[config.mk]
export PLATFORM = sky130hd
export DESIGN_NAME = multichannel_dc_blocking_filter_flat
export DESIGN_NICKNAME = d
export VERILOG_FILES = /design/src/rtl/dcbf_pkg.sv /design/src/rtl/dcbf_if.sv /design/src/rtl/dcbf_cfg_regs.sv /design/src/rtl/dcbf_filter_core.sv /design/src/rtl/multichannel_dc_blocking_filter.sv /design/src/flat_wrapper.sv
export VERILOG_INCLUDE_DIRS = /design/src /design/src/rtl
export SDC_FILE = /design/constraint.sdc
export NUM_CORES = 2
export LEC_CHECK = 0
export BUFFER_PORTS_ARGS = -buffer_cell sky130_fd_sc_hd__buf_2
export CAP_MARGIN = 20
export CELL_PAD_IN_SITES_DETAIL_PLACEMENT = 0
export CELL_PAD_IN_SITES_GLOBAL_PLACEMENT = 1
export CORE_ASPECT_RATIO = 0.8
export CORE_MARGIN = 2
export CORE_UTILIZATION = 25
export DETAILED_ROUTE_END_ITERATION = 7
export GPL_ROUTABILITY_DRIVEN = 0
export PLACE_DENSITY = 0.44
export SLEW_MARGIN = 10
export SYNTH_ARGS = -nofsm -noshare
export SYNTH_HDL_FRONTEND = slang
export SYNTH_SLANG_ARGS = --single-unit
[constraint.sdc]
create_clock -name clk -period 23.5 [get_ports clk]
set_input_delay 4.7 -clock clk [delete_from_list [all_inputs] [get_ports clk]]
set_output_delay 4.7 -clock clk [all_outputs]
set_load 0.01 [all_outputs]
[src/rtl/multichannel_dc_blocking_filter_defines.svh]
// assertion macros for the multichannel dc blocking filter
`ifndef MULTICHANNEL_DC_BLOCKING_FILTER_DEFINES_SVH
`define MULTICHANNEL_DC_BLOCKING_FILTER_DEFINES_SVH

// same-cycle implication, sampled on clk, off while rst_n is low
`define DCBF_ASSERT_SAME(label, ante, cons, msg) \
    label: assert property (@(posedge clk) disable iff (!rst_n) (ante) |-> (cons)) \
        else $error(msg);

// next-cycle implication, sampled on clk, off while rst_n is low
`define DCBF_ASSERT_NEXT(label, ante, cons, msg) \
    label: assert property (@(posedge clk) disable iff (!rst_n) (ante) |=> (cons)) \
        else $error(msg);

`endif

[src/rtl/dcbf_pkg.sv]
// shared types and constants for the multichannel dc blocking filter
`default_nettype none

package dcbf_pkg;

    localparam int MAX_CHANNELS_DEF = 4;
    localparam int NUM_COEFFS       = 4;
    localparam int SAMPLE_W         = 32;
    localparam int CHAN_W           = 2;
    localparam int CFG_IDX_W        = 3;
    localparam int CFG_DATA_W       = 32;
    localparam int NUM_CH_W         = 3;
    localparam int FMT_W            = 2;

    typedef enum logic [CFG_IDX_W-1:0] {
        REG_NUM_CHANNELS  = 3'd0,
        REG_SAMPLE_FORMAT = 3'd1,
        REG_COEFF_CH0     = 3'd2,
        REG_COEFF_CH1     = 3'd3,
        REG_COEFF_CH2     = 3'd4,
        REG_COEFF_CH3     = 3'd5
    } reg_idx_t;

    typedef enum logic [FMT_W-1:0] {
        FMT_16 = 2'd0,
        FMT_24 = 2'd1,
        FMT_32 = 2'd2
    } fmt_t;

    localparam logic [NUM_CH_W-1:0] NUM_CH_RESET = 3'd1;
    localparam logic [FMT_W-1:0]    FMT_RESET    = FMT_32;

    typedef struct packed {
        logic [NUM_CH_W-1:0]                    num_channels;
        logic [FMT_W-1:0]                       sample_format;
        logic [NUM_COEFFS-1:0][SAMPLE_W-1:0]    coeff;
    } cfg_t;

    typedef struct packed {
        logic signed [SAMPLE_W-1:0] sample;
        logic [CHAN_W-1:0]          channel;
    } res_t;

endpackage

`default_nettype wire

[src/rtl/dcbf_if.sv]
// valid/ready channels for input and result words
`default_nettype none

interface dcbf_in_if;
    logic                                  valid;
    logic                                  ready;
    logic signed [dcbf_pkg::SAMPLE_W-1:0]  in_sample;
    logic                                  first_of_block;

    modport source (output valid, output in_sample, output first_of_block, input ready);
    modport sink   (input valid, input in_sample, input first_of_block, output ready);
endinterface

interface dcbf_out_if;
    logic                                  valid;
    logic                                  ready;
    logic signed [dcbf_pkg::SAMPLE_W-1:0]  out_sample;
    logic [dcbf_pkg::CHAN_W-1:0]           out_channel;

    modport source (output valid, output out_sample, output out_channel, input ready);
    modport sink   (input valid, input out_sample, input out_channel, output ready);
endinterface

`default_nettype wire

[src/rtl/dcbf_cfg_regs.sv]
// configuration register file
`default_nettype none

module dcbf_cfg_regs (
    input  wire logic                                clk,
    input  wire logic                                rst_n,
    input  wire logic                                cfg_we,
    input  wire logic [dcbf_pkg::CFG_IDX_W-1:0]      cfg_index,
    input  wire logic [dcbf_pkg::CFG_DATA_W-1:0]     cfg_data,
    output dcbf_pkg::cfg_t                           cfg
);

    dcbf_pkg::cfg_t cfg_reg;
    dcbf_pkg::cfg_t cfg_next;

    always_comb
    begin
        cfg_next = cfg_reg;
        if (cfg_we)
        begin
            case (dcbf_pkg::reg_idx_t'(cfg_index))
                dcbf_pkg::REG_NUM_CHANNELS:
                    cfg_next.num_channels = cfg_data[dcbf_pkg::NUM_CH_W-1:0];
                dcbf_pkg::REG_SAMPLE_FORMAT:
                    cfg_next.sample_format = cfg_data[dcbf_pkg::FMT_W-1:0];
                dcbf_pkg::REG_COEFF_CH0: cfg_next.coeff[0] = cfg_data;
                dcbf_pkg::REG_COEFF_CH1: cfg_next.coeff[1] = cfg_data;
                dcbf_pkg::REG_COEFF_CH2: cfg_next.coeff[2] = cfg_data;
                dcbf_pkg::REG_COEFF_CH3: cfg_next.coeff[3] = cfg_data;
                default: ;  // unmapped index, dropped
            endcase
        end
    end

    always_ff @(posedge clk or negedge rst_n)
    begin
        if (!rst_n)
        begin
            cfg_reg.num_channels  <= dcbf_pkg::NUM_CH_RESET;
            cfg_reg.sample_format <= dcbf_pkg::FMT_RESET;
            cfg_reg.coeff         <= '0;
        end
        else
        begin
            cfg_reg <= cfg_next;
        end
    end

    assign cfg = cfg_reg;

endmodule

`default_nettype wire

[src/rtl/dcbf_filter_core.sv]
// per-channel state and combinational filter datapath
`default_nettype none

module dcbf_filter_core #(
    parameter int MAX_CHANNELS = dcbf_pkg::MAX_CHANNELS_DEF
) (
    input  wire logic                                  clk,
    input  wire logic                                  rst_n,
    input  dcbf_pkg::cfg_t                             cfg,
    input  wire logic                                  advance,
    input  wire logic signed [dcbf_pkg::SAMPLE_W-1:0]  sample,
    input  wire logic                                  first,
    output dcbf_pkg::res_t                             res
);

    localparam int W  = dcbf_pkg::SAMPLE_W;
    localparam int CW = dcbf_pkg::CHAN_W;
    localparam int NW = dcbf_pkg::NUM_CH_W;
    localparam logic [NW-1:0] MAX_CH = NW'(MAX_CHANNELS);

    logic [CW-1:0]        chan_idx_reg;
    logic [CW-1:0]        chan_idx_next;
    logic signed [W-1:0]  prev_in_reg  [MAX_CHANNELS];
    logic signed [W-1:0]  prev_out_reg [MAX_CHANNELS];

    logic [NW-1:0]        nch;
    logic [CW-1:0]        ch_raw;
    logic [CW-1:0]        ch;
    logic [NW-1:0]        ch_inc;
    logic signed [W-1:0]  x;
    logic signed [W-1:0]  x_prev;
    logic signed [W-1:0]  y_prev;
    logic signed [W-1:0]  r;
    logic signed [2*W-1:0] prod;
    logic signed [2*W-1:0] prod_rnd;
    logic signed [W+1:0]  fb;
    logic signed [W+3:0]  sum;
    logic signed [W-1:0]  y;
    logic signed [17:0]   r16;
    logic signed [25:0]   r24;
    logic signed [16:0]   q16;
    logic signed [24:0]   q24;
    logic signed [W-1:0]  out_val;

    // channel pick, with clamped channel count and stale index falling back to 0
    always_comb
    begin
        if (cfg.num_channels == '0)
            nch = NW'(1);
        else if (cfg.num_channels > MAX_CH)
            nch = MAX_CH;
        else
            nch = cfg.num_channels;

        ch_raw = first ? '0 : chan_idx_reg;
        ch     = ({1'b0, ch_raw} >= nch) ? '0 : ch_raw;
        ch_inc = {1'b0, ch} + NW'(1);
        chan_idx_next = (ch_inc == nch) ? '0 : ch_inc[CW-1:0];
    end

    // move narrow formats up to q1.31
    always_comb
    begin
        case (dcbf_pkg::fmt_t'(cfg.sample_format))
            dcbf_pkg::FMT_16: x = {sample[15:0], 16'b0};
            dcbf_pkg::FMT_24: x = {sample[23:0], 8'b0};
            default:          x = sample;
        endcase
    end

    always_comb
    begin
        x_prev = '0;
        y_prev = '0;
        r      = '0;
        for (int i = 0; i < MAX_CHANNELS; i++)
        begin
            if (ch == CW'(i))
            begin
                x_prev = prev_in_reg[i];
                y_prev = prev_out_reg[i];
                r      = cfg.coeff[i];
            end
        end
    end

    // y = x - x_prev + round(r * y_prev >> 30), saturated to 32 bits
    always_comb
    begin
        prod     = r * y_prev;
        prod_rnd = prod + (2*W)'(64'sd1 <<< 29);
        fb       = prod_rnd[2*W-1:30];
        sum      = (W+4)'(x) - (W+4)'(x_prev) + (W+4)'(fb);
        if (sum[W+3:W-1] == '0 || sum[W+3:W-1] == '1)
            y = sum[W-1:0];
        else if (sum[W+3])
            y = {1'b1, {(W-1){1'b0}}};
        else
            y = {1'b0, {(W-1){1'b1}}};
    end

    // shift back with round-half-up and saturate to the format
    always_comb
    begin
        r16 = {y[W-1], y[W-1:15]} + 18'sd1;
        q16 = r16[17:1];
        r24 = {y[W-1], y[W-1:7]} + 26'sd1;
        q24 = r24[25:1];
        case (dcbf_pkg::fmt_t'(cfg.sample_format))
            dcbf_pkg::FMT_16:
            begin
                if (q16[16] == q16[15])
                    out_val = {{(W-16){q16[15]}}, q16[15:0]};
                else if (q16[16])
                    out_val = W'(-32'sd32768);
                else
                    out_val = W'(32'sd32767);
            end
            dcbf_pkg::FMT_24:
            begin
                if (q24[24] == q24[23])
                    out_val = {{(W-24){q24[23]}}, q24[23:0]};
                else if (q24[24])
                    out_val = W'(-32'sd8388608);
                else
                    out_val = W'(32'sd8388607);
            end
            default: out_val = y;
        endcase
    end

    always_ff @(posedge clk or negedge rst_n)
    begin
        if (!rst_n)
        begin
            chan_idx_reg <= '0;
            for (int i = 0; i < MAX_CHANNELS; i++)
            begin
                prev_in_reg[i]  <= '0;
                prev_out_reg[i] <= '0;
            end
        end
        else if (advance)
        begin
            chan_idx_reg <= chan_idx_next;
            for (int i = 0; i < MAX_CHANNELS; i++)
            begin
                if (ch == CW'(i))
                begin
                    prev_in_reg[i]  <= x;
                    prev_out_reg[i] <= y;
                end
            end
        end
    end

    assign res.sample  = out_val;
    assign res.channel = ch;

endmodule

`default_nettype wire

[src/rtl/multichannel_dc_blocking_filter.sv]
// a word accepted into the input register passes the filter math into the result register,
// which drives the result port; one word per cycle, sustained while the result port is ready;
// a stalled result port holds one word in the input register and one in the result register
// before ready drops; feedback multiply, round and saturate are combinational and set the rate
// reset (rst_n, async low): config to defaults, channel rotation and history cleared
`default_nettype none

`include "multichannel_dc_blocking_filter_defines.svh"

module multichannel_dc_blocking_filter #(
    parameter int MAX_CHANNELS = dcbf_pkg::MAX_CHANNELS_DEF
) (
    input  wire logic                                clk,
    input  wire logic                                rst_n,
    dcbf_in_if.sink                                  samples,
    dcbf_out_if.source                               results,
    input  wire logic                                cfg_we,
    input  wire logic [dcbf_pkg::CFG_IDX_W-1:0]      cfg_index,
    input  wire logic [dcbf_pkg::CFG_DATA_W-1:0]     cfg_data
);

    localparam int W = dcbf_pkg::SAMPLE_W;

    dcbf_pkg::cfg_t cfg;
    dcbf_pkg::res_t res;

    // input register stage
    logic                 s1_vld_reg;
    logic                 s1_vld_next;
    logic signed [W-1:0]  s1_sample_reg;
    logic                 s1_first_reg;

    // result register stage
    logic                 out_vld_reg;
    logic                 out_vld_next;
    logic signed [W-1:0]  out_sample_reg;
    logic [dcbf_pkg::CHAN_W-1:0] out_channel_reg;

    logic                 out_free;
    logic                 s1_adv;
    logic                 in_take;

    dcbf_cfg_regs u_cfg (
        .clk       (clk),
        .rst_n     (rst_n),
        .cfg_we    (cfg_we),
        .cfg_index (cfg_index),
        .cfg_data  (cfg_data),
        .cfg       (cfg)
    );

    // filter math sits between the input register and the result register;
    // channel history updates on the same edge the result is captured
    dcbf_filter_core #(
        .MAX_CHANNELS (MAX_CHANNELS)
    ) u_core (
        .clk     (clk),
        .rst_n   (rst_n),
        .cfg     (cfg),
        .advance (s1_adv),
        .sample  (s1_sample_reg),
        .first   (s1_first_reg),
        .res     (res)
    );

    // handshake: result slot frees when empty or drained this cycle,
    // the input slot frees when its word moves into the result slot
    always_comb
    begin
        out_free      = !out_vld_reg || results.ready;
        s1_adv        = s1_vld_reg && out_free;
        samples.ready = !s1_vld_reg || out_free;
        in_take       = samples.valid && samples.ready;

        if (in_take)
            s1_vld_next = 1'b1;
        else if (s1_adv)
            s1_vld_next = 1'b0;
        else
            s1_vld_next = s1_vld_reg;

        if (s1_adv)
            out_vld_next = 1'b1;
        else if (results.ready)
            out_vld_next = 1'b0;
        else
            out_vld_next = out_vld_reg;
    end

    always_ff @(posedge clk or negedge rst_n)
    begin
        if (!rst_n)
        begin
            s1_vld_reg  <= 1'b0;
            out_vld_reg <= 1'b0;
        end
        else
        begin
            s1_vld_reg  <= s1_vld_next;
            out_vld_reg <= out_vld_next;
        end
    end

    // payload, no reset needed
    always_ff @(posedge clk)
    begin
        if (in_take)
        begin
            s1_sample_reg <= samples.in_sample;
            s1_first_reg  <= samples.first_of_block;
        end
        if (s1_adv)
        begin
            out_sample_reg  <= res.sample;
            out_channel_reg <= res.channel;
        end
    end

    assign results.valid       = out_vld_reg;
    assign results.out_sample  = out_sample_reg;
    assign results.out_channel = out_channel_reg;

    // a result word only appears after a word sat in the input register
    `DCBF_ASSERT_SAME(a_out_from_s1, $rose(out_vld_reg), $past(s1_vld_reg), "result word without source word")
    // a word stuck behind a stalled result is not dropped
    `DCBF_ASSERT_NEXT(a_s1_held, s1_vld_reg && out_vld_reg && !results.ready, s1_vld_reg, "input word lost during stall")
    // first word of a block is always processed as channel 0
    `DCBF_ASSERT_NEXT(a_first_ch0, s1_adv && s1_first_reg, out_channel_reg == '0, "block start not on channel 0")

endmodule

`default_nettype wire
[src/flat_wrapper.sv]
// flat-port wrapper written by rule: the top's interface ports become plain ports
module multichannel_dc_blocking_filter_flat 
#(
    parameter int MAX_CHANNELS = dcbf_pkg::MAX_CHANNELS_DEF
)
  (clk, rst_n, cfg_we, cfg_index, cfg_data, samples_valid, samples_in_sample, samples_first_of_block, samples_ready, results_valid, results_out_sample, results_out_channel, results_ready);
  dcbf_in_if samples_i ();
  dcbf_out_if results_i ();
  input  wire logic clk;
  input  wire logic rst_n;
  input  wire logic cfg_we;
  input  wire logic [dcbf_pkg::CFG_IDX_W-1:0] cfg_index;
  input  wire logic [dcbf_pkg::CFG_DATA_W-1:0] cfg_data;
  input wire logic [$bits(samples_i.valid)-1:0] samples_valid;
  input wire logic [$bits(samples_i.in_sample)-1:0] samples_in_sample;
  input wire logic [$bits(samples_i.first_of_block)-1:0] samples_first_of_block;
  output wire logic [$bits(samples_i.ready)-1:0] samples_ready;
  output wire logic [$bits(results_i.valid)-1:0] results_valid;
  output wire logic [$bits(results_i.out_sample)-1:0] results_out_sample;
  output wire logic [$bits(results_i.out_channel)-1:0] results_out_channel;
  input wire logic [$bits(results_i.ready)-1:0] results_ready;
  assign samples_i.valid = samples_valid;
  assign samples_i.in_sample = samples_in_sample;
  assign samples_i.first_of_block = samples_first_of_block;
  assign samples_ready = samples_i.ready;
  assign results_valid = results_i.valid;
  assign results_out_sample = results_i.out_sample;
  assign results_out_channel = results_i.out_channel;
  assign results_i.ready = results_ready;
  multichannel_dc_blocking_filter #(.MAX_CHANNELS(MAX_CHANNELS)) u_core (.clk(clk), .rst_n(rst_n), .samples(samples_i), .results(results_i), .cfg_we(cfg_we), .cfg_index(cfg_index), .cfg_data(cfg_data));
endmodule
After elaboration in Yosys (flattened, before gate mapping)
Cells that the tools add are included.
{"block": "op_classes", "addsub": 6, "muxes": 29, "multipliers": 1, "reduce_logical": 24, "eq_ne": 13, "n_lt_le_gt_ge": 2}
{"operator": "2-to-1 mux 32 bit", "n": 18}
{"operator": "one-hot mux 32 bit (2 select lines)", "n": 2}
{"operator": "adder 64 x 31 -> 64 bit, second input constant", "n": 1}
{"operator": "multiplier 32 x 32 -> 64 bit", "n": 1}
{"operator": "adder 33 x 34 -> 35 bit", "n": 1}
{"operator": "subtractor 32 x 32 -> 33 bit", "n": 1}
{"operator": "adder 25 x 2 -> 26 bit, second input constant", "n": 1}
{"operator": "AND reduction 2 bit", "n": 10}
{"operator": "adder 17 x 2 -> 18 bit, second input constant", "n": 1}
{"operator": "equality test 3 x 2 -> 1 bit, second input constant", "n": 2}
{"operator": "equality test 3 bit, second input constant", "n": 2}
{"operator": "logical NOT 3 bit", "n": 2}
{"operator": "2-to-1 mux 2 bit", "n": 3}
{"operator": "2-to-1 mux 3 bit", "n": 2}
{"operator": "equality test 5 bit, second input constant", "n": 1}
{"operator": "logical NOT 5 bit", "n": 1}
{"operator": "equality test 2 x 1 -> 1 bit, second input constant", "n": 2}
{"operator": "equality test 2 bit, second input constant", "n": 2}
{"operator": "logical NOT 2 bit", "n": 2}
{"operator": "2-to-1 mux 1 bit", "n": 4}
{"operator": "nonzero test 2 bit", "n": 2}
{"operator": "adder 2 x 1 -> 3 bit, second input constant", "n": 1}
{"operator": "equality test 3 x 1 -> 1 bit, second input constant", "n": 1}
{"operator": "equality test 3 bit", "n": 1}
{"operator": "other kinds (6)", "n": 11}
{"block": "word_totals", "elab_cells": 96, "regBits": 460}

Logic depth before layout (Yosys ltp)
{"block": "logic_depth", "ltp_word": 20, "ltp_mapped": 78, "depth_no_buf": 68}

Cells and area by module
Synthesis repeated with hierarchy kept, for this count alone.
{"block": "hier_totals", "cells_unflattened": 6439, "area_unflattened_um2": 59483.3}
{"module": "dcbf_filter_core", "area_each_um2": 52364.0, "seq_area_each_um2": 6456.2, "cells_each": 6078, "instances": 1}
{"module": "dcbf_cfg_regs", "area_each_um2": 5003.5, "seq_area_each_um2": 3330.7, "cells_each": 286, "instances": 1}
{"module": "multichannel_dc_blocking_filter", "area_each_um2": 2115.8, "seq_area_each_um2": 2062.0, "cells_each": 75, "instances": 1}

Worst setup path after synthesis
OpenSTA, ideal clock, no wires.
{"block": "synth_timing", "kind": "flip-flop to flip-flop", "start": "register u_core.u_cfg.cfg_reg, in the netlist u_core.u_cfg.cfg[130]", "end": "register u_core.out_sample_reg[18] (netlist: u_core.results.out_sample[18]), data pin", "setup_time_ps": 269, "setup_slack_ps": 6782, "path_buffers": 12, "stages_incl_launch_ff": 68, "arrival_ps": 16448, "cell_sequence": "dfstp_2 inv_1 a21oi_1 ha_1 nand2b_1 a21oi_1 nor2_1 or2_2 clkbuf_1 inv_1 ha_1 clkbuf_1 clkbuf_1 clkbuf_1 buf_1 nor2_1 a21oi_1 clkbuf_1 (+32 left out) a21oi_4 clkbuf_1 buf_1 a21oi_1 inv_1 ha_1 nand2_1 or4_1 buf_2 nor3_2 and2b_1 xnor2_1 ha_1 buf_1 nand2_1 o21a_1 a221oi_1 o21ai_0"}
{"item": "from (decl)", "line": "dcbf_cfg_regs.sv:13", "rtl": "dcbf_pkg::cfg_t cfg_reg;"}
{"item": "from (signal assigned)", "line": "dcbf_cfg_regs.sv:45", "rtl": "cfg_reg <= cfg_next;"}
{"item": "to (signal assigned)", "line": "multichannel_dc_blocking_filter.sv:114", "rtl": "out_sample_reg <= res.sample;"}
{"item": "to (decl)", "line": "multichannel_dc_blocking_filter.sv:36", "rtl": "logic signed [W-1:0] out_sample_reg;"}

==> results.txt <==
The largest fanout on the critical path is 46. The count of port buffers added during placement came out at ~110. The core footprint is roughly 230000 um2.

The sum of negative setup slack came out at 0 ps. The capture point of the worst reg-to-reg path is u_core.results.out_sample[18]. In this run the post-CTS setup repair buffer count came out at 0. The number of remaining DRC errors came out at 0. The critical path's largest stage delay came out at 910 ps.

The wire-length estimate of the detail-placed layout is slightly below 200000 um. The clock-pin transition on the worst setup and hold timing paths came out at 70 ps. The critical path data arrival time is about 21000 ps. After synthesis, the netlist uses between 90 and 100 different library cells. The startpoint identified for the worst register-to-register timing path is u_core.u_cfg.cfg[130]. The pin count of the biggest net entering global routing is 94. The initialized floorplan defines ~160 standard-cell rows. The logic depth of the worst register-to-register path is ~60.

The number of vias per cell came out at between 4 and 5. The final count of negative-setup-slack endpoints came out at 0. The maximum level of the CTS H-tree came out at 2. The clock sink count is 460.

The count of yosys warnings during synthesis came out at 0. The flip-flop count of the largest register, all copies and words added is 133. The layout filler cell count is 24841. The cell area after synthesis is slightly below 60000 um2.

Static timing analysis puts the maximum clock frequency at 47.56 MHz. The number of enable flip-flop cells after synthesis is 67. For this block, the via count after detailed routing is 44969. The first-iteration detailed-routing DRC count came out at 3689. The net count after synthesis came out at 7764.

The cts-stage hold buffer count is 0. The height of the die is about 440 um. For flop-to-flop paths, the worst setup slack is 2470 ps. The number of antenna violations at the first check in global routing is 23. The initial core utilization is approximately a quarter.

Averaged over all synthesized cells, the footprint is between 9 and 10 um2. The number of cells upsized or downsized after cts came out at 0. STA classifies the critical path endpoint as a flop.

The root buffer cell chosen for the clock tree is sky130_fd_sc_hd__clkbuf_16. At the pin with the least slew margin, the transition time is ~1200 ps. The die covers around 240000 um2. The hold violation count in the final report came out at 0. Counting instances, the worst hold path has a depth of 2. After detailed routing, the total wire length is approximately 250000 um.

The I/O pin count is 109. The wire length per cell is 26.18 um. The worst-case clock skew came out at ~54 ps.

The residual overflow from global routing came out at 0. In this run the deepest clock path goes through 3 buffers. The count of final max-slew check failures was 0. TritonCTS built the clock tree. The number of instances in the synthesized netlist came out at roughly 6400. The clock insertion delay at the later pin of the skew report is just under 700 ps. Setup repair after global routing left no endpoint under its margin. The final period demand of the worst path came out at ~21000 ps. The final layout contains 7747 nets. The slowest stage of the critical path is the sky130_fd_sc_hd__fa_1 cell. The type of the worst setup path is flop to flop. The number of buffers added by the clock tree synthesis step is 54.

The category of the worst setup path launch point is a flop. In this run the remaining antenna-violating nets after routing total 0. The detailed-routing iteration count for the pre-antenna-repair pass is 5. The required time reported for the critical path endpoint is about 24000 ps. The worst slew margin relative to its limit came out at between 10% and 20%.

The run finished with clean final reports. The first-pass GRT wire length is 361500 um. The fraction of the yosys area taken by sequential cells is roughly a fifth.

The async set-or-reset flop fraction in the synthesized netlist came out at around 85%. The synthesis-to-finish area growth is 11.87%. Counting flops and latches in the post-synthesis netlist gives 460. Across every metal layer, demand over resource in global routing totals a little over a fifth. For hold timing, the worst endpoint is u_core.u_core.chan_idx_reg[1]. The dominant cell type by count on the critical path is sky130_fd_sc_hd__fa_1. The startpoint identified for the worst hold timing path is u_core.u_core.chan_idx_reg[1]. The number of violations of the max-capacitance limit came out at 0. The chip width came out at roughly 550 um. The path class of the tightest hold or removal check is flop to flop. The post-route clock period utilization came out at between 80 and 90%.

The share of post-route cells with drive strength above 1 came out at under 10%. For this run, the leading register cell type out of synthesis is sky130_fd_sc_hd__dfrtp_1. The via count of the first global-routing pass was ~47000.
per-layer routing:
layer / wire [um] / vias to the layer above / track usage [%] / part of all wire [%]
met5: 27 / - / 0 / 0.011
met4: 3290 / 4 / 2.620 / 1.3
met3: 14640 / 155 / 3.213 / 5.9
met2: 104000 / 1233 / 30.69 / 42
met1: 126800 / 23866 / 32.94 / 51
li1: - / 19711 / - / -
metrics by stage:
step	util, %	std cells	hold WS, ps	area, um2	worst slack (ps)
2_1_floorplan	-	6350	439.1	58640	6782
6_report	28.22	9500	467.9	65600	2473
4_1_cts	28.19	9495	473.4	65540	2672
3_5_place_dp	27.33	9394	456.2	63530	2759
3_3_place_gp	27.31	9391	459.8	63500	2309
5_1_grt	28.22	9498	490.4	65600	1422
cell usage after synthesis (23+ instances only):
| cell type | number | area (um2) |
|---|---|---|
| sky130_fd_sc_hd__mux2_2 | 140 | 1577 |
| sky130_fd_sc_hd__buf_1 | 50 | 187.7 |
| sky130_fd_sc_hd__edfxtp_1 | 67 | 2012 |
| sky130_fd_sc_hd__xnor2_1 | 69 | 604.3 |
| sky130_fd_sc_hd__nand2b_1 | 23 | 143.9 |
| sky130_fd_sc_hd__dfrtp_1 | 391 | 9784 |
| sky130_fd_sc_hd__ha_1 | 225 | 2815 |
| sky130_fd_sc_hd__nand2_1 | 904 | 3393 |
| sky130_fd_sc_hd__clkbuf_1 | 286 | 1074 |
| sky130_fd_sc_hd__a22oi_1 | 69 | 518.0 |
| sky130_fd_sc_hd__inv_1 | 1001 | 3757 |
| sky130_fd_sc_hd__nor2_1 | 769 | 2887 |
| sky130_fd_sc_hd__xor2_1 | 34 | 297.8 |
| sky130_fd_sc_hd__a21oi_1 | 350 | 1752 |
| sky130_fd_sc_hd__a21o_1 | 107 | 803.3 |
| sky130_fd_sc_hd__and2_1 | 26 | 162.7 |
| sky130_fd_sc_hd__fa_1 | 1116 | 22340 |
| sky130_fd_sc_hd__nor3_1 | 28 | 140.1 |
| sky130_fd_sc_hd__o21ai_0 | 359 | 1797 |
cell families (layout without fill, tap and decap cells):
logic type / Yosys count / count (layout) / synth area share [%]
other: 0 / 2 / 0
AND/OR/NAND/NOR: 1877 / 1877 / 12.96
multiplexers: 163 / 163 / 3.103
buffers and inverters: 1356 / 1384 / 8.740
adder cells (fa/ha/maj): 1341 / 1341 / 42.90
AO/OA/AOI/OAI: 1050 / 1050 / 10.55
flip-flops: 460 / 460 / 20.21
XOR/XNOR: 103 / 103 / 1.538
critical path, delay by kind of cell, from the launching register on:
kind | cells | cell delay [ps]
AOI/OAI and AO/OA | 16 | 4830
xor gates and xnor gates | 1 | 80
DFF | 1 | 510
buffers and inverters | 8 | 1550
adders and majority gates | 15 | 7800
and+or+nand+nor | 21 | 5880
how the worst max path moves through the flow:
stage                           from                             to  slack (ps)  cells after the start
2_1_floorplan  u_core.u_cfg.cfg[130]  u_core.results.out_sample[18]        6780                     67
3_3_place_gp   u_core.u_cfg.cfg[130]  u_core.results.out_sample[18]        2310                     62
3_5_place_dp   u_core.u_cfg.cfg[130]  u_core.results.out_sample[18]        2760                     59
4_1_cts        u_core.u_cfg.cfg[130]  u_core.results.out_sample[18]        2670                     59
5_1_grt        u_core.u_cfg.cfg[130]  u_core.results.out_sample[18]        1420                     61
6_report       u_core.u_cfg.cfg[130]  u_core.results.out_sample[18]        2470                     61
layout by cell type (no fill, tap or decap), types with 25 or more instances in the layout:
master / Yosys / routed
sky130_fd_sc_hd__a21o_1: 107 / 93
sky130_fd_sc_hd__edfxtp_1: 67 / 67
sky130_fd_sc_hd__a21oi_1: 350 / 308
sky130_fd_sc_hd__a22oi_1: 69 / 67
sky130_fd_sc_hd__nor3_1: 28 / 27
sky130_fd_sc_hd__nor2_1: 769 / 768
sky130_fd_sc_hd__xnor2_1: 69 / 68
sky130_fd_sc_hd__clkbuf_16: 0 / 56
sky130_fd_sc_hd__xor2_1: 34 / 33
sky130_fd_sc_hd__dfrtp_1: 391 / 391
sky130_fd_sc_hd__ha_1: 225 / 221
sky130_fd_sc_hd__a21oi_2: 3 / 28
sky130_fd_sc_hd__buf_2: 16 / 108
sky130_fd_sc_hd__and2_1: 26 / 25
sky130_fd_sc_hd__fa_1: 1116 / 1116
sky130_fd_sc_hd__o21ai_0: 359 / 358
sky130_fd_sc_hd__nand2_1: 904 / 900
sky130_fd_sc_hd__buf_4: 0 / 167
sky130_fd_sc_hd__inv_1: 1001 / 1001
sky130_fd_sc_hd__mux2_2: 140 / 140
layout make-up:
class                   count  area, um2  share of cell area (%)
diodes                      2      5.005                0.007629
well taps                3120       3904                   5.951
inverters                1002       3761                   5.733
flip-flops and latches    460      11850                   18.06
repair buffers            281       1912                   2.914
multi-input cells        4534      42160                   64.27
clock buffers              69       1520                   2.317
clock inverters            32      488.0                  0.7438
Power is left out: the tool's default activity adds up to more than one toggle a clock period on the data nets, which glitch-free logic cannot reach.
